==> src/sv/irpwd_pkg.sv <==
`timescale 1ns / 1ps

package irpwd_pkg;

  localparam int unsigned SENDER_ID_W   = 16;
  localparam int unsigned WEAPON_CODE_W = 8;
  localparam int unsigned PULSE_TICKS_W = 15;
  localparam int unsigned FRAME_WORD_W  = 32;
  localparam int unsigned CMP_W         = 16;

  localparam logic [CMP_W-1:0] HDR_LOW_MIN   = 16'd800;
  localparam logic [CMP_W-1:0] HDR_LOW_MAX   = 16'd1000;
  localparam logic [CMP_W-1:0] HDR_HIGH_MIN  = 16'd300;
  localparam logic [CMP_W-1:0] HDR_HIGH_MAX  = 16'd500;
  localparam logic [CMP_W-1:0] END_LOW_MIN   = 16'd450;
  localparam logic [CMP_W-1:0] END_LOW_MAX   = 16'd750;
  localparam logic [CMP_W-1:0] BIT_LOW_MIN   = 16'd45;
  localparam logic [CMP_W-1:0] BIT_LOW_MAX   = 16'd75;
  localparam logic [CMP_W-1:0] ZERO_HIGH_MIN = 16'd45;
  localparam logic [CMP_W-1:0] ZERO_HIGH_MAX = 16'd75;
  localparam logic [CMP_W-1:0] ONE_HIGH_MIN  = 16'd130;
  localparam logic [CMP_W-1:0] ONE_HIGH_MAX  = 16'd210;
  localparam logic [CMP_W-1:0] HIGH_LIMIT    = 16'd2500;
  localparam logic [CMP_W-1:0] LOW_GAP_LIMIT = 16'd2000;

  typedef struct packed {
    logic [SENDER_ID_W-1:0]   sender_id;
    logic [WEAPON_CODE_W-1:0] weapon_code;
  } frame_t;

endpackage

==> src/sv/irpwd_pulse_if.sv <==
`timescale 1ns / 1ps

interface irpwd_pulse_if
  import irpwd_pkg::*;
();
  logic                     valid;
  logic                     ready;
  logic                     pulse_level;
  logic [PULSE_TICKS_W-1:0] pulse_ticks;

  modport source (output valid, output pulse_level, output pulse_ticks, input ready);
  modport sink   (input valid, input pulse_level, input pulse_ticks, output ready);
endinterface

==> src/sv/irpwd_frame_if.sv <==
`timescale 1ns / 1ps

interface irpwd_frame_if
  import irpwd_pkg::*;
();
  logic                     valid;
  logic                     ready;
  logic [SENDER_ID_W-1:0]   sender_id;
  logic [WEAPON_CODE_W-1:0] weapon_code;

  modport source (output valid, output sender_id, output weapon_code, input ready);
  modport sink   (input valid, input sender_id, input weapon_code, output ready);
endinterface

==> src/sv/ir_pulse_width_frame_decoder_core.sv <==
`timescale 1ns / 1ps

// Channel   Dir  Carries                          Handshake
// pulse_i   in   pulse_level, pulse_ticks         valid/ready
// frame_o   out  sender_id, weapon_code           valid/ready
//
// One pulse word is taken per cycle; its frame word, if any, appears on frame_o
// in the following cycle, or waits in the second buffer entry behind a held word.
// The decode state is updated in the cycle of acceptance.
// A two-entry output buffer means pulse_i stalls only when two frame words wait.
// Reset clears the decode state and empties the output buffer.

module ir_pulse_width_frame_decoder_core
  import irpwd_pkg::*;
#(
  parameter int unsigned WIDTH_BITS = 15
) (
  input  logic          clk_i,
  input  logic          rst_ni,
  irpwd_pulse_if.sink   pulse_i,
  irpwd_frame_if.source frame_o
);

  logic [FRAME_WORD_W-1:0] frame_word_q, frame_word_d;
  logic                    in_frame_q, in_frame_d;
  logic [WIDTH_BITS-1:0]   last_high_q, last_high_d;
  logic [WIDTH_BITS-1:0]   last_low_q, last_low_d;

  logic   out_valid_q, skid_valid_q;
  frame_t out_q, skid_q;

  logic                    accept;
  logic                    out_fire;
  logic                    emit;
  logic [CMP_W:0]          ticks_ext;
  logic [WIDTH_BITS-1:0]   ticks;
  logic [CMP_W-1:0]        hi_v, lo_v;
  logic                    is_header, is_end, is_zero, is_one;
  logic [FRAME_WORD_W-1:0] word_c;
  frame_t                  new_frame;

  assign pulse_i.ready = !skid_valid_q;
  assign accept        = pulse_i.valid && pulse_i.ready;
  assign out_fire      = out_valid_q && frame_o.ready;

  assign ticks_ext = (CMP_W + 1)'(pulse_i.pulse_ticks);
  assign ticks     = ticks_ext[WIDTH_BITS-1:0];
  assign hi_v      = CMP_W'(last_high_q);
  assign lo_v      = CMP_W'(last_low_q);

  assign is_header = (lo_v > HDR_LOW_MIN) && (lo_v < HDR_LOW_MAX)
                     && (hi_v > HDR_HIGH_MIN) && (hi_v < HDR_HIGH_MAX);
  assign is_end    = (lo_v > END_LOW_MIN) && (lo_v < END_LOW_MAX);
  assign is_zero   = in_frame_q && (lo_v > BIT_LOW_MIN) && (lo_v < BIT_LOW_MAX)
                     && (hi_v > ZERO_HIGH_MIN) && (hi_v < ZERO_HIGH_MAX);
  assign is_one    = in_frame_q && (lo_v > BIT_LOW_MIN) && (lo_v < BIT_LOW_MAX)
                     && (hi_v > ONE_HIGH_MIN) && (hi_v < ONE_HIGH_MAX);

  always_comb begin
    word_c      = frame_word_q;
    in_frame_d  = in_frame_q;
    last_high_d = last_high_q;
    last_low_d  = last_low_q;
    if (pulse_i.pulse_level) begin
      last_high_d = ticks;
      if (lo_v > LOW_GAP_LIMIT) begin
        in_frame_d = 1'b0;
      end
    end else begin
      if (hi_v != '0) begin
        priority if (is_header) begin
          in_frame_d = 1'b1;
        end else if (is_end) begin
          if (in_frame_q) begin
            in_frame_d = 1'b0;
            word_c[FRAME_WORD_W-1] = 1'b1;
          end else begin
            word_c = '0;
          end
        end else if (is_zero) begin
          word_c = {frame_word_q[FRAME_WORD_W-2:0], 1'b0};
        end else if (is_one) begin
          word_c = {frame_word_q[FRAME_WORD_W-2:0], 1'b1};
        end
      end
      if (hi_v > HIGH_LIMIT) begin
        last_high_d = '0;
      end
      last_low_d = ticks;
    end
    emit                  = word_c[FRAME_WORD_W-1];
    frame_word_d          = emit ? '0 : word_c;
    new_frame.sender_id   = word_c[SENDER_ID_W-1:0];
    new_frame.weapon_code = word_c[SENDER_ID_W+WEAPON_CODE_W-1:SENDER_ID_W];
  end

  always_ff @(posedge clk_i or negedge rst_ni) begin
    if (!rst_ni) begin
      frame_word_q <= '0;
      in_frame_q   <= 1'b0;
      last_high_q  <= '0;
      last_low_q   <= '0;
    end else if (accept) begin
      frame_word_q <= frame_word_d;
      in_frame_q   <= in_frame_d;
      last_high_q  <= last_high_d;
      last_low_q   <= last_low_d;
    end
  end

  always_ff @(posedge clk_i or negedge rst_ni) begin
    if (!rst_ni) begin
      out_valid_q  <= 1'b0;
      skid_valid_q <= 1'b0;
    end else if (!out_valid_q || out_fire) begin
      if (skid_valid_q) begin
        out_valid_q  <= 1'b1;
        skid_valid_q <= 1'b0;
      end else begin
        out_valid_q <= accept && emit;
      end
    end else if (accept && emit) begin
      skid_valid_q <= 1'b1;
    end
  end

  always_ff @(posedge clk_i) begin
    if (!out_valid_q || out_fire) begin
      if (skid_valid_q) begin
        out_q <= skid_q;
      end else if (accept && emit) begin
        out_q <= new_frame;
      end
    end else if (accept && emit) begin
      skid_q <= new_frame;
    end
  end

  assign frame_o.valid       = out_valid_q;
  assign frame_o.sender_id   = out_q.sender_id;
  assign frame_o.weapon_code = out_q.weapon_code;

endmodule
==> src/flat_wrapper.sv <==
// flat-port wrapper written by rule: the top's interface ports become plain ports
module ir_pulse_width_frame_decoder_core_flat import irpwd_pkg::*;
#(
  parameter int unsigned WIDTH_BITS = 15
)
  (clk_i, rst_ni, pulse_i_valid, pulse_i_pulse_level, pulse_i_pulse_ticks, pulse_i_ready, frame_o_valid, frame_o_sender_id, frame_o_weapon_code, frame_o_ready);
  irpwd_pulse_if pulse_i_i ();
  irpwd_frame_if frame_o_i ();
  input  logic clk_i;
  input  logic rst_ni;
  input wire logic [$bits(pulse_i_i.valid)-1:0] pulse_i_valid;
  input wire logic [$bits(pulse_i_i.pulse_level)-1:0] pulse_i_pulse_level;
  input wire logic [$bits(pulse_i_i.pulse_ticks)-1:0] pulse_i_pulse_ticks;
  output wire logic [$bits(pulse_i_i.ready)-1:0] pulse_i_ready;
  output wire logic [$bits(frame_o_i.valid)-1:0] frame_o_valid;
  output wire logic [$bits(frame_o_i.sender_id)-1:0] frame_o_sender_id;
  output wire logic [$bits(frame_o_i.weapon_code)-1:0] frame_o_weapon_code;
  input wire logic [$bits(frame_o_i.ready)-1:0] frame_o_ready;
  assign pulse_i_i.valid = pulse_i_valid;
  assign pulse_i_i.pulse_level = pulse_i_pulse_level;
  assign pulse_i_i.pulse_ticks = pulse_i_pulse_ticks;
  assign pulse_i_ready = pulse_i_i.ready;
  assign frame_o_valid = frame_o_i.valid;
  assign frame_o_sender_id = frame_o_i.sender_id;
  assign frame_o_weapon_code = frame_o_i.weapon_code;
  assign frame_o_i.ready = frame_o_ready;
  ir_pulse_width_frame_decoder_core #(.WIDTH_BITS(WIDTH_BITS)) u_core (.clk_i(clk_i), .rst_ni(rst_ni), .pulse_i(pulse_i_i), .frame_o(frame_o_i));
endmodule
==> config.mk <==
export PLATFORM = sky130hd
export DESIGN_NAME = ir_pulse_width_frame_decoder_core_flat
export DESIGN_NICKNAME = d
export VERILOG_FILES = /design/src/sv/irpwd_pkg.sv /design/src/sv/irpwd_pulse_if.sv /design/src/sv/irpwd_frame_if.sv /design/src/sv/ir_pulse_width_frame_decoder_core.sv /design/src/flat_wrapper.sv
export SDC_FILE = /design/constraint.sdc
export NUM_CORES = 1
export LEC_CHECK = 0
export BUFFER_PORTS_ARGS = -buffer_cell sky130_fd_sc_hd__buf_4
export CORE_MARGIN = 2
export CORE_UTILIZATION = 59
export CTS_CLUSTER_DIAMETER = 50
export DETAILED_ROUTE_END_ITERATION = 12
export PLACE_DENSITY = 0.89
export SLEW_MARGIN = 20
export SYNTH_ARGS = -nofsm -noshare
export SYNTH_HDL_FRONTEND = slang
export SYNTH_SLANG_ARGS = --single-unit
==> constraint.sdc <==
create_clock -name clk_i -period 5.1 [get_ports clk_i]
set_input_delay 1.02 -clock clk_i [delete_from_list [all_inputs] [get_ports clk_i]]
set_output_delay 1.02 -clock clk_i [all_outputs]
set_load 0.02 [all_outputs]
Yosys cells after proc, flatten, opt, wreduce, memory -nomap -nowiden

Cells that the tools add are included.

Order comparisons: 14
Equality and inequality tests: 4
Multiplexer cells: 21
Bitwise gates (word level): 2
Reduce and logical (&&, ||, !) cells: 30

Operators with widths:

| kind                                                                    | count |
|---|---|
| 32-bit 2-to-1 mux                                                       | 6 |
| 31-bit 2-to-1 mux                                                       | 2 |
| 24-bit 2-to-1 mux                                                       | 2 |
| 15-bit by 6-bit > comparator with 1-bit output (second input constant)  | 2 |
| 15-bit by 9-bit > comparator with 1-bit output (second input constant)  | 2 |
| 15-bit by 10-bit < comparator with 1-bit output (second input constant) | 2 |
| 15-bit by 7-bit < comparator with 1-bit output (second input constant)  | 2 |
| 15-bit 2-to-1 mux                                                       | 2 |
| 16-bit nonzero test                                                     | 1 |
| 15-bit by 10-bit > comparator with 1-bit output (second input constant) | 1 |
| 15-bit by 11-bit > comparator with 1-bit output (second input constant) | 1 |
| 15-bit by 12-bit > comparator with 1-bit output (second input constant) | 1 |
| 15-bit by 8-bit > comparator with 1-bit output (second input constant)  | 1 |
| 15-bit by 8-bit < comparator with 1-bit output (second input constant)  | 1 |
| 15-bit by 9-bit < comparator with 1-bit output (second input constant)  | 1 |
| 1-bit logical AND                                                       | 13 |
| 2-bit nonzero test                                                      | 5 |
| 1-bit 2-to-1 mux                                                        | 9 |
| 2-bit AND reduction                                                     | 4 |
| 6-bit AND reduction                                                     | 1 |
| 2-bit by 1-bit != test with 1-bit output (second input constant)        | 2 |
| 4-bit AND reduction                                                     | 1 |
| 4-bit nonzero test                                                      | 1 |
| 3-bit != test (second input constant)                                   | 1 |
| 5 further kinds                                                         | 7 |

Register bits after elaboration: 113
Input bits: 20
Output and inout bits: 26

Longest topological paths before layout

Gate-level depths: netlist of the first run.

Word-level depth: 14
Gate-level depth with buffers: 10
Mapped depth without buffers: 7

Worst setup path after synthesis of the first run

Ideal clock, no wire load.

Path kind: input-to-reg
From: input port pulse_i_pulse_level
To: register u_core.skid_q[0] (netlist name), enable pin
Setup time: 0.435 ns
Arrival: 3.689 ns
Slack: 0.976 ns
Stages: 5
Cell sequence: clkbuf_1 a41o_1 a211o_1 clkbuf_1 nor3_1

Longest elaborated chain between the ends: 3

Ends and longest elaborated chain:

| item                          | line                                     | source |
|---|---|---|
| start: declaration            | flat_wrapper.sv:12                       | `input wire logic [$bits(pulse_i_i.pulse_level)-1:0] pulse_i_pulse_level;` |
| 32-bit 2-to-1 mux             | ir_pulse_width_frame_decoder_core.sv:64  | `if (pulse_i.pulse_level) begin` |
| 1-bit logical AND             | ir_pulse_width_frame_decoder_core.sv:134 | `end else if (accept && emit) begin` |
| 2-bit AND reduction (no line) | --                                       |  |
| end signal: assignment        | ir_pulse_width_frame_decoder_core.sv:135 | `skid_q <= new_frame;` |
| end: declaration              | ir_pulse_width_frame_decoder_core.sv:30  | `frame_t out_q, skid_q;` |

No other way between the ends. The select of a mux whose other input is x is not followed.
A chain may end at the register's enable or synchronous reset.

Final worst setup path of the first run

From: register u_core.last_low_q[5]
To: register u_core.frame_word_q[8]

Longest elaborated chain between the ends: 12
Elaborated cells on any way between the ends: 23
Classes of those cells: 6 x order compare; 7 x mux; 10 x reduce/logical

Ends and longest elaborated chain:

| item                                           | line                                                                             | source |
|---|---|---|
| start: declaration                             | ir_pulse_width_frame_decoder_core.sv:27                                          | `logic [WIDTH_BITS-1:0] last_low_q, last_low_d;` |
| start signal: assignment                       | ir_pulse_width_frame_decoder_core.sv:107                                         | `last_low_q <= last_low_d;` |
| 15-bit by 6-bit > comparator with 1-bit output | ir_pulse_width_frame_decoder_core.sv:54, ir_pulse_width_frame_decoder_core.sv:56 |  |
| 1-bit logical AND (2 in a row)                 | ir_pulse_width_frame_decoder_core.sv:54, ir_pulse_width_frame_decoder_core.sv:56 |  |
| 1-bit logical AND (2 in a row)                 | ir_pulse_width_frame_decoder_core.sv:57                                          | `&& (hi_v > ONE_HIGH_MIN) && (hi_v < ONE_HIGH_MAX);` |
| 32-bit 2-to-1 mux                              | ir_pulse_width_frame_decoder_core.sv:82                                          | `end else if (is_one) begin` |
| 32-bit 2-to-1 mux                              | ir_pulse_width_frame_decoder_core.sv:80                                          | `end else if (is_zero) begin` |
| 32-bit 2-to-1 mux                              | ir_pulse_width_frame_decoder_core.sv:73                                          | `end else if (is_end) begin` |
| 32-bit 2-to-1 mux (*)                          | ir_pulse_width_frame_decoder_core.sv:71                                          | `priority if (is_header) begin` |
| 32-bit 2-to-1 mux (*)                          | ir_pulse_width_frame_decoder_core.sv:70                                          | `if (hi_v != '0) begin` |
| 32-bit 2-to-1 mux (*)                          | ir_pulse_width_frame_decoder_core.sv:64                                          |  |
| 31-bit 2-to-1 mux (*)                          | ir_pulse_width_frame_decoder_core.sv:92                                          | `frame_word_d = emit ? '0 : word_c;` |
| end signal: assignment                         | ir_pulse_width_frame_decoder_core.sv:104                                         | `frame_word_q <= frame_word_d;` |
| end: declaration                               | ir_pulse_width_frame_decoder_core.sv:24                                          | `logic [FRAME_WORD_W-1:0] frame_word_q, frame_word_d;` |

Every way passes the cells marked *; elsewhere a longest branch is shown, timed or not. The select of a mux whose other input is x is not followed.

==> results of run 1 <==
tightest hold or removal path, cell delays in order, from the launching register on:
cell and delay, ps:
sky130_fd_sc_hd__dfrtp_1 350, sky130_fd_sc_hd__nand2_1 60, sky130_fd_sc_hd__nand2_1 50
metrics by stage:
| stage | hold WS [ps] | setup WS, ps | std cells |
|---|---|---|---|
| detailed placement | 456.8 | 1805 | 588 |
| CTS | 483.0 | 1806 | 604 |
| global route | 528.8 | 1571 | 604 |
| floorplan | 430.4 | 975.9 | 455 |
| finish | 483.1 | 1755 | 604 |
| global placement | 446.7 | 1909 | 588 |
path summary, 6_finish.rpt:
kind                                                  endpoint  slack (ps)                          startpoint
max                         u_core.frame_word_q[8]$_DFFE_PN0P_        1760    u_core.last_low_q[5]$_DFFE_PN0P_
min                         u_core.last_high_q[13]$_DFFE_PN0P_         480  u_core.last_high_q[13]$_DFFE_PN0P_
max reg2reg                 u_core.frame_word_q[8]$_DFFE_PN0P_        1760    u_core.last_low_q[5]$_DFFE_PN0P_
min reg2reg                 u_core.last_high_q[13]$_DFFE_PN0P_         480  u_core.last_high_q[13]$_DFFE_PN0P_
max in group asynchronous  u_core.frame_word_q[16]$_DFFE_PN0P_        3840                              rst_ni
min in group asynchronous     u_core.last_low_q[5]$_DFFE_PN0P_         720                              rst_ni
power by group through the flow:
| stage | registers [µW] | logic (µW) | clock network [µW] |
|---|---|---|---|
| floorplan | 1070 | 187 | 0 |
| global placement | 1100 | 233 | 0 |
| detailed placement | 1100 | 245 | 0 |
| CTS | 1080 | 247 | 526 |
| global route | 1100 | 281 | 561 |
| finish | 1090 | 250 | 516 |
Yosys cell counts, types with 2 or more instances:
master                      instances  share of area [%]
sky130_fd_sc_hd__o21bai_1           2               0.29
sky130_fd_sc_hd__o21ai_0           32                3.0
sky130_fd_sc_hd__a41oi_1            2               0.33
sky130_fd_sc_hd__a211o_1            2               0.33
sky130_fd_sc_hd__nor2_1            21                1.5
sky130_fd_sc_hd__or3b_2             2               0.33
sky130_fd_sc_hd__or3_1              4               0.48
sky130_fd_sc_hd__nor2b_1            2               0.24
sky130_fd_sc_hd__nor3_1             5               0.48
sky130_fd_sc_hd__buf_6              3               0.64
sky130_fd_sc_hd__a211oi_1           2               0.29
sky130_fd_sc_hd__o211ai_1           3               0.43
sky130_fd_sc_hd__dfrtp_1           64                 30
sky130_fd_sc_hd__a31oi_1            3               0.36
sky130_fd_sc_hd__and4b_1            2               0.38
sky130_fd_sc_hd__o2111ai_1          2               0.33
sky130_fd_sc_hd__o31ai_1           11                1.6
sky130_fd_sc_hd__a21oi_1           36                3.4
sky130_fd_sc_hd__mux2_2            39                8.3
sky130_fd_sc_hd__or4_1              3               0.43
sky130_fd_sc_hd__nand2_1           35                2.5
sky130_fd_sc_hd__and2_1             2               0.24
sky130_fd_sc_hd__or2_2              2               0.24
sky130_fd_sc_hd__inv_1             23                1.6
sky130_fd_sc_hd__nor4_1             3               0.36
sky130_fd_sc_hd__nor4b_1            2               0.33
sky130_fd_sc_hd__o211a_1            2               0.38
sky130_fd_sc_hd__o22ai_1            2               0.24
sky130_fd_sc_hd__o32ai_1            8                1.3
sky130_fd_sc_hd__a22o_1            22                3.7
sky130_fd_sc_hd__a311oi_1           2               0.33
sky130_fd_sc_hd__nand3_1           21                2.0
sky130_fd_sc_hd__edfxtp_1          48                 27
sky130_fd_sc_hd__buf_2              6               0.57
sky130_fd_sc_hd__clkbuf_1          15                1.1
metal layers:
metal  up-vias  global-route usage [%]
met2       228                   41.18
met4         0                   11.28
li1       1798                       -
met5         -                       0
met1      1933                   34.47
met3        36                   4.468
logic make-up after synthesis:
family	count (synthesis)
AO/OA/AOI/OAI	141
buffers and inverters	49
flip-flops	112
multiplexers	40
AND/OR/NAND/NOR	113
cells in the final DEF (no fill, tap or decap), types with 2 or more instances in the layout:
master / synthesis / layout
sky130_fd_sc_hd__dfrtp_1: 64 / 64
sky130_fd_sc_hd__buf_4: 0 / 50
sky130_fd_sc_hd__edfxtp_1: 48 / 48
sky130_fd_sc_hd__mux2_2: 39 / 39
sky130_fd_sc_hd__a21oi_1: 36 / 35
sky130_fd_sc_hd__nand2_1: 35 / 35
sky130_fd_sc_hd__o21ai_0: 32 / 32
sky130_fd_sc_hd__inv_1: 23 / 23
sky130_fd_sc_hd__a22o_1: 22 / 22
sky130_fd_sc_hd__nand3_1: 21 / 21
sky130_fd_sc_hd__nor2_1: 21 / 19
sky130_fd_sc_hd__o31ai_1: 11 / 11
sky130_fd_sc_hd__clkbuf_8: 0 / 9
sky130_fd_sc_hd__o32ai_1: 8 / 8
sky130_fd_sc_hd__or3_1: 4 / 4
sky130_fd_sc_hd__nor3_1: 5 / 4
sky130_fd_sc_hd__a31oi_1: 3 / 3
sky130_fd_sc_hd__nor4_1: 3 / 3
sky130_fd_sc_hd__or4_1: 3 / 3
sky130_fd_sc_hd__o211ai_1: 3 / 3
sky130_fd_sc_hd__nor4b_1: 2 / 2
sky130_fd_sc_hd__a211oi_1: 2 / 2
sky130_fd_sc_hd__a311oi_1: 2 / 2
sky130_fd_sc_hd__and4b_1: 2 / 2
sky130_fd_sc_hd__or3b_2: 2 / 2
sky130_fd_sc_hd__a211o_1: 2 / 2
sky130_fd_sc_hd__o2111ai_1: 2 / 2
sky130_fd_sc_hd__o211a_1: 2 / 2
sky130_fd_sc_hd__o22ai_1: 2 / 2
sky130_fd_sc_hd__and2_1: 2 / 2
sky130_fd_sc_hd__or2_2: 2 / 2
sky130_fd_sc_hd__a41oi_1: 2 / 2
sky130_fd_sc_hd__o21bai_1: 2 / 2
sky130_fd_sc_hd__nor2_2: 0 / 2
sky130_fd_sc_hd__clkinv_8: 0 / 2
sky130_fd_sc_hd__inv_6: 0 / 2
final cells by class:
type                    count  area (µm²)
flip-flops and latches    112        3043
fillers                   618        2811
multi-input cells         294        2024
repair buffers             50       375.4
well taps                 108       135.1
clock buffers               9       123.9
inverters                  24       90.09
clock inverters             7       75.07
sequential cells by signal, summed over array words and instances, names as in the netlist:
| register | count |
|---|---|
| u_core.frame_word_q | 31 |
| u_core.skid_q | 24 |
| u_core.frame_o.sender_id | 16 |
| u_core.last_high_q | 15 |
| u_core.last_low_q | 15 |
| u_core.frame_o.weapon_code | 8 |
| u_core.frame_o.valid | 1 |
| u_core.in_frame_q | 1 |
| u_core.skid_valid_q | 1 |
==> run_summary.xml, run 1 <==
<?xml version="1.0" encoding="UTF-8"?>
<metrics>
  <group name="status">
    <metric name="status" unit="">completed</metric>
  </group>
  <group name="timing">
    <metric name="setup_tns" unit="ps">0</metric>
    <metric name="period_minus_slack" unit="ps">3345</metric>
    <metric name="post-route-period-util" unit="%">65.58</metric>
    <metric name="timing.slew.headroom" unit="%">25.94</metric>
    <metric name="timing_hold_violations_final" unit="">0</metric>
    <metric name="slew_viol_final" unit="">0</metric>
    <metric name="maxClockFrequency" unit="MHz">299.0</metric>
    <metric name="max_slew.worst_pin.slew" unit="ps">1107</metric>
    <metric name="report.final.setup_viol" unit="">0</metric>
    <metric name="worst_clock_skew" unit="ps">16.45</metric>
    <metric name="grt_setup_unrepaired" unit="">false</metric>
  </group>
  <group name="finish">
    <metric name="fraction_of_the_core_area_covered_by_cells_at_the_end_of_the_flow" unit="%">67.60</metric>
    <metric name="stdcell_area" unit="µm²">5867</metric>
    <metric name="final_layout_size_suffix_gt1_share" unit="%">24.40</metric>
    <metric name="antenna-diode-count" unit="">0</metric>
    <metric name="layout.nets" unit="">511</metric>
    <metric name="p_r_area_growth_vs_syn" unit="%">11.43</metric>
  </group>
  <group name="yosys">
    <metric name="synth_edf_count" unit="">48</metric>
    <metric name="seq_area_frac_synth" unit="%">57.79</metric>
    <metric name="async_reset_ff_share" unit="%">57.14</metric>
    <metric name="mappedNetlistNets" unit="">475</metric>
    <metric name="compound_cell_area_share_of_the_yosys_netlist" unit="%">18.42</metric>
    <metric name="synth.avg_cell_area" unit="µm²">11.57</metric>
    <metric name="synth_adder_area_share" unit="%">0</metric>
    <metric name="synth_top_family_by_area" unit="">compound AO/OA/AOI/OAI gates</metric>
    <metric name="post_synth_and_or_nand_nor_area_fraction" unit="%">11.19</metric>
    <metric name="yosysWarningCount" unit="">0</metric>
    <metric name="synth_xor_area_share" unit="%">0</metric>
    <metric name="synthCells" unit="">455</metric>
    <metric name="ys_ff_latch" unit="">112</metric>
    <metric name="synth_area" unit="µm²">5265</metric>
    <metric name="synthDistinctLibCells" unit="">57</metric>
    <metric name="synth.area.mux_share" unit="%">8.531</metric>
    <metric name="yosys_most_used_dff" unit="">sky130_fd_sc_hd__dfrtp_1</metric>
  </group>
  <group name="power">
    <metric name="p_sw" unit="µW">547.6</metric>
    <metric name="power.switching_fraction" unit="%">29.52</metric>
    <metric name="seq_power_share" unit="%">58.7</metric>
    <metric name="p_comb_share" unit="%">13.5</metric>
    <metric name="power" unit="µW">1855</metric>
    <metric name="power_density" unit="nW/µm²">316.2</metric>
    <metric name="cellLeakagePower" unit="µW">0.002412</metric>
    <metric name="internal_power" unit="µW">1308</metric>
    <metric name="vdd.ir_drop.worst" unit="µV">171.1</metric>
    <metric name="p_clk_share" unit="%">27.8</metric>
  </group>
  <group name="routing">
    <metric name="drc" unit="">0</metric>
    <metric name="detailroute.wirelength.met3" unit="µm">870</metric>
    <metric name="drt_iter0_drc" unit="">421</metric>
    <metric name="wirelength_met1" unit="µm">4606</metric>
    <metric name="post_dr_wirelength_cell" unit="µm">19.32</metric>
    <metric name="detail-route-antenna-nets" unit="">0</metric>
    <metric name="dr_wl_met2" unit="µm">5836</metric>
    <metric name="route.detailed.vias_per_inst" unit="">6.614</metric>
    <metric name="route.vias.total" unit="">3995</metric>
    <metric name="totalWireLength" unit="µm">11670</metric>
    <metric name="drt_pass1_iterations" unit="">5</metric>
    <metric name="top_signal_layer_used" unit="">met4</metric>
  </group>
  <group name="floorplan">
    <metric name="fp.dieH" unit="µm">98.47</metric>
    <metric name="die_area" unit="µm²">9695</metric>
    <metric name="io_pins" unit="">46</metric>
    <metric name="initial_utilization" unit="%">60.67</metric>
    <metric name="die_width" unit="µm">98.47</metric>
    <metric name="core" unit="µm²">8678</metric>
    <metric name="placementRows" unit="">34</metric>
  </group>
  <group name="clock_tree">
    <metric name="post_cts.repair.setup_buffers" unit="">0</metric>
    <metric name="hold_buffers" unit="">0</metric>
    <metric name="postCtsResizedCells" unit="">0</metric>
    <metric name="cts.path.max_buffers" unit="">2</metric>
    <metric name="clock_tree_from_tritoncts" unit="">yes</metric>
    <metric name="clk_pin_slew_worst_paths" unit="ps">110</metric>
    <metric name="cts_sinks" unit="">112</metric>
    <metric name="cts_made_buffers" unit="">9</metric>
    <metric name="count_of_h_tree_levels_built_during_cts" unit="">3</metric>
    <metric name="cts_root_buffer" unit="">sky130_fd_sc_hd__clkbuf_8</metric>
    <metric name="clk-insertion-delay-late" unit="ps">380</metric>
  </group>
  <group name="place">
    <metric name="finalWeightedCongestion" unit="">0.9628</metric>
    <metric name="placed_cell_area" unit="µm²">5660</metric>
    <metric name="numPortBuffers" unit="">45</metric>
    <metric name="dp_hpwl" unit="µm">7794</metric>
  </group>
  <group name="grt">
    <metric name="number_of_antenna_violations_at_the_first_check_in_global_routing" unit="">0</metric>
    <metric name="total_track_usage" unit="%">25.54</metric>
    <metric name="grt_pass1_vias" unit="">3906</metric>
    <metric name="grt_pass1_wl" unit="µm">19630</metric>
    <metric name="grt_start_max_net_pins" unit="">65</metric>
    <metric name="grt.overflow.total" unit="">0</metric>
  </group>
  <group name="critical_path">
    <metric name="critical_path_s_slowest_cell" unit="">sky130_fd_sc_hd__nor2_1</metric>
    <metric name="ff2ff_path_depth" unit="">7</metric>
    <metric name="critical_setup_path_kind" unit="">flip-flop to flip-flop</metric>
    <metric name="cp_num_cells" unit="">7</metric>
    <metric name="timing.critical_path.max_delay_family" unit="">simple AND/OR/NAND/NOR gates</metric>
    <metric name="path_max_fanout" unit="">15</metric>
    <metric name="setup.worst_path.start_class" unit="">flip-flop</metric>
    <metric name="end_kind" unit="">flip-flop</metric>
    <metric name="worst_path_largest_cell_delay" unit="ps">940</metric>
    <metric name="critical_path_arrival" unit="ps">3640</metric>
    <metric name="crit_path_cell_trace" unit="">or3b_2 &gt; a211o_1 &gt; nor4_4 &gt; o211ai_2 &gt; nor2_1 &gt; nand2_1 &gt; a21oi_1</metric>
    <metric name="critPathBufInv" unit="">0</metric>
    <metric name="required_arrival_time_at_the_worst_endpoint" unit="ps">5400</metric>
  </group>
  <group name="min_path">
    <metric name="hold_removal_path_class" unit="">flip-flop to flip-flop</metric>
    <metric name="min_path_cells" unit="">2</metric>
  </group>
  <group name="job">
    <metric name="max_cap_viol_count" unit="">0</metric>
  </group>
</metrics>
(Power assumes the default switching activity.)
==> run 2, diff against run 1 <==
- CORE_UTILIZATION: 59 -> 54
- PLACE_DENSITY: 0.89 -> 0.86
- clock period: 5.1 -> 3 ns (I/O delays scaled with it)
==> run 2 against run 1 <==
Against the previous run: largest power group unchanged; critical path depth increased by 2; worst hold slack worse by 190 ps; die area increased by 8.9%; non-clock buffer count is 32 higher; sequential power increased by 68%; count of clock-buffer cells in the layout stayed put; sequential share of layout area fell by 4.5 points; the run now ends with negative setup slack left; clock skew is 3.7 ps higher; wire length rose by 9.9%; cell area grew 9.4%.
==> run_summary.xml, run 2 (synthesis gave the netlist of run 1 again) <==
<?xml version="1.0" encoding="UTF-8"?>
<metrics>
  <group name="timing">
    <metric name="setup_ws_post_layout" unit="ps">-0.9264</metric>
    <metric name="period_minus_slack" unit="ps">3001</metric>
    <metric name="timing.slew.headroom" unit="%">45.62</metric>
    <metric name="worst_clock_skew" unit="ps">20.17</metric>
    <metric name="max_slew.worst_pin.slew" unit="ps">815.6</metric>
    <metric name="timing_hold_violations_final" unit="">0</metric>
    <metric name="maxClockFrequency" unit="MHz">333.2</metric>
    <metric name="grt_setup_unrepaired" unit="">true</metric>
    <metric name="slew_viol_final" unit="">0</metric>
    <metric name="setup_tns" unit="ps">-1.485</metric>
    <metric name="fin_hold_ws" unit="ps">294.8</metric>
    <metric name="report.final.setup_viol" unit="">2</metric>
    <metric name="post-route-period-util" unit="%">100.0</metric>
  </group>
  <group name="critical_path">
    <metric name="required_arrival_time_at_the_worst_endpoint" unit="ps">3170</metric>
    <metric name="end_kind" unit="">flip-flop</metric>
    <metric name="ff2ff_path_depth" unit="">9</metric>
    <metric name="critical_setup_path_kind" unit="">flip-flop to flip-flop</metric>
    <metric name="path_max_fanout" unit="">8</metric>
    <metric name="reg2reg_setup_slack" unit="ps">-0.9</metric>
    <metric name="worst_r2r_endpoint" unit="">u_core.frame_o.sender_id[11]$_DFFE_PP_</metric>
    <metric name="critical_path_arrival" unit="ps">3170</metric>
    <metric name="worstReg2RegStart" unit="">u_core.last_high_q[12]$_DFFE_PN0P_</metric>
    <metric name="setup.worst_path.start_class" unit="">flip-flop</metric>
  </group>
  <group name="clock_tree">
    <metric name="cts.path.max_buffers" unit="">2</metric>
    <metric name="clk-insertion-delay-late" unit="ps">400</metric>
    <metric name="clk_pin_slew_worst_paths" unit="ps">130</metric>
    <metric name="cts_root_buffer" unit="">sky130_fd_sc_hd__clkbuf_8</metric>
    <metric name="count_of_h_tree_levels_built_during_cts" unit="">3</metric>
    <metric name="cts_sinks" unit="">112</metric>
    <metric name="cts_made_buffers" unit="">9</metric>
    <metric name="clock_tree_from_tritoncts" unit="">yes</metric>
  </group>
  <group name="finish">
    <metric name="most_frequent_standard_cell_in_the_layout_excluding_fill_and_tap_cells" unit="">sky130_fd_sc_hd__buf_4</metric>
    <metric name="p_r_area_growth_vs_syn" unit="%">21.96</metric>
    <metric name="max_flop_register" unit="">u_core.frame_word_q</metric>
    <metric name="antenna-diode-count" unit="">0</metric>
    <metric name="layout.nets" unit="">545</metric>
    <metric name="final_layout_size_suffix_gt1_share" unit="%">33.58</metric>
    <metric name="largest_register_ff_count" unit="">31</metric>
    <metric name="fillers" unit="">720</metric>
    <metric name="layout.area.seq" unit="µm²">3043</metric>
    <metric name="layout_common_cells" unit="">78 x sky130_fd_sc_hd__buf_4, 64 x sky130_fd_sc_hd__dfrtp_1, 48 x sky130_fd_sc_hd__edfxtp_1</metric>
    <metric name="multi_input_area" unit="µm²">2261</metric>
  </group>
  <group name="place">
    <metric name="finalWeightedCongestion" unit="">0.9365</metric>
    <metric name="dp_hpwl" unit="µm">7935</metric>
    <metric name="numPortBuffers" unit="">45</metric>
  </group>
  <group name="grt">
    <metric name="grt.overflow.total" unit="">0</metric>
    <metric name="grt_pass1_wl" unit="µm">20020</metric>
    <metric name="number_of_antenna_violations_at_the_first_check_in_global_routing" unit="">0</metric>
    <metric name="grt_start_max_net_pins" unit="">65</metric>
    <metric name="grt_pass1_vias" unit="">4017</metric>
    <metric name="total_track_usage" unit="%">24.57</metric>
  </group>
  <group name="power">
    <metric name="cellLeakagePower" unit="µW">0.002648</metric>
    <metric name="power_density" unit="nW/µm²">521.6</metric>
    <metric name="vdd.ir_drop.worst" unit="µV">337.8</metric>
  </group>
  <group name="floorplan">
    <metric name="placementRows" unit="">36</metric>
    <metric name="die_area" unit="µm²">10560</metric>
    <metric name="core" unit="µm²">9639</metric>
    <metric name="fp.dieH" unit="µm">102.7</metric>
    <metric name="die_width" unit="µm">102.7</metric>
    <metric name="io_pins" unit="">46</metric>
    <metric name="initial_utilization" unit="%">54.62</metric>
  </group>
  <group name="routing">
    <metric name="route.vias.total" unit="">4176</metric>
    <metric name="post_dr_wirelength_cell" unit="µm">19.35</metric>
    <metric name="totalWireLength" unit="µm">12830</metric>
    <metric name="drt_pass1_iterations" unit="">5</metric>
    <metric name="drt_iter0_drc" unit="">385</metric>
    <metric name="route.detailed.vias_per_inst" unit="">6.299</metric>
    <metric name="detail-route-antenna-nets" unit="">0</metric>
    <metric name="drc" unit="">0</metric>
  </group>
  <group name="status">
    <metric name="failing_checks" unit="">negative setup slack</metric>
    <metric name="status" unit="">finished with violations</metric>
  </group>
  <group name="job">
    <metric name="max_cap_viol_count" unit="">0</metric>
  </group>
  <group name="min_path">
    <metric name="hold_removal_path_class" unit="">input pin to async pin</metric>
  </group>
</metrics>
-- run 2: cell count changes in the layout (fill, tap and decap cells not counted), moves of 8 or more --
cell	change
sky130_fd_sc_hd__mux2_2	-10
sky130_fd_sc_hd__mux2_4	+10
sky130_fd_sc_hd__o21ai_0	-8
sky130_fd_sc_hd__buf_4	+28
sky130_fd_sc_hd__o21ai_1	+8
sky130_fd_sc_hd__o32ai_1	-8
sky130_fd_sc_hd__o32ai_2	+8
-- run 2: worst max path at each step --
stage                                            start                                 endpoint  slack, ps  cells past startpoint
finish              u_core.last_high_q[12]$_DFFE_PN0P_   u_core.frame_o.sender_id[11]$_DFFE_PP_       -0.9                      9
global route        u_core.last_high_q[12]$_DFFE_PN0P_   u_core.frame_o.sender_id[11]$_DFFE_PP_        -70                      9
global placement      u_core.last_low_q[3]$_DFFE_PN0P_  u_core.frame_o.weapon_code[3]$_DFFE_PP_       -190                      7
CTS                 u_core.last_high_q[12]$_DFFE_PN0P_      u_core.frame_word_q[25]$_DFFE_PN0P_        -50                      8
floorplan            u_core.last_low_q[12]$_DFFE_PN0P_    u_core.frame_o.sender_id[0]$_DFFE_PP_        100                      8
detailed placement    u_core.last_low_q[3]$_DFFE_PN0P_   u_core.frame_o.sender_id[11]$_DFFE_PP_       -300                      7
-- run 2: routing by layer --
layer	up-vias	share of wire [%]	global-route usage, %
met1	1999	38	31.70
met5	-	0	0
met2	266	50	40.93
met4	0	3.1	10.93
met3	44	8.7	4.407
li1	1867	-	-
-- run 2: cell type report --
type                    instances  share of cell area (%)
multi-input cells             296                   35.21
inverters                      24                   1.403
well taps                     133                   2.592
clock buffers                   9                   1.929
clock inverters                 7                   1.383
repair buffers                 82                   10.09
flip-flops and latches        112                   47.39
-- run 2: critical path, stage by stage (launching register included) --
cell	delay, ps
sky130_fd_sc_hd__dfrtp_1	400
sky130_fd_sc_hd__or3_4	390
sky130_fd_sc_hd__or4_4	460
sky130_fd_sc_hd__buf_6	150
sky130_fd_sc_hd__nor4_4	310
sky130_fd_sc_hd__o211a_1	230
sky130_fd_sc_hd__buf_6	140
sky130_fd_sc_hd__o211ai_4	150
sky130_fd_sc_hd__a22o_1	300
sky130_fd_sc_hd__mux2_4	260
-- run 2: through the flow --
stage	util, %	instance area (µm²)	instances	setup WS, ps	power (µW)
6_report	66.61	6421	663	-0.9264	3349
4_1_cts	64.75	6241	661	-54.25	3284
5_1_grt	66.61	6421	663	-74.27	3482
3_3_place_gp	61.55	5933	640	-192.8	2315
2_1_floorplan	-	5288	455	99.77	2143
3_5_place_dp	61.55	5933	640	-299.9	2339
-- run 2: repair_timing --
item,CTS,global route
buffers inserted,3,2
gates resized for setup,11,40
hold buffers,0,0
pin swaps,11,10
hold endpoints to repair,0,0
setup endpoints to repair,61,69
cloned,2,0
-- run 2: where the power goes --
part | switching [µW] | total, µW | internal (µW)
Combinational | 311 | 571 | 260
Clock | 601 | 947 | 345
Sequential | 126 | 1830 | 1710
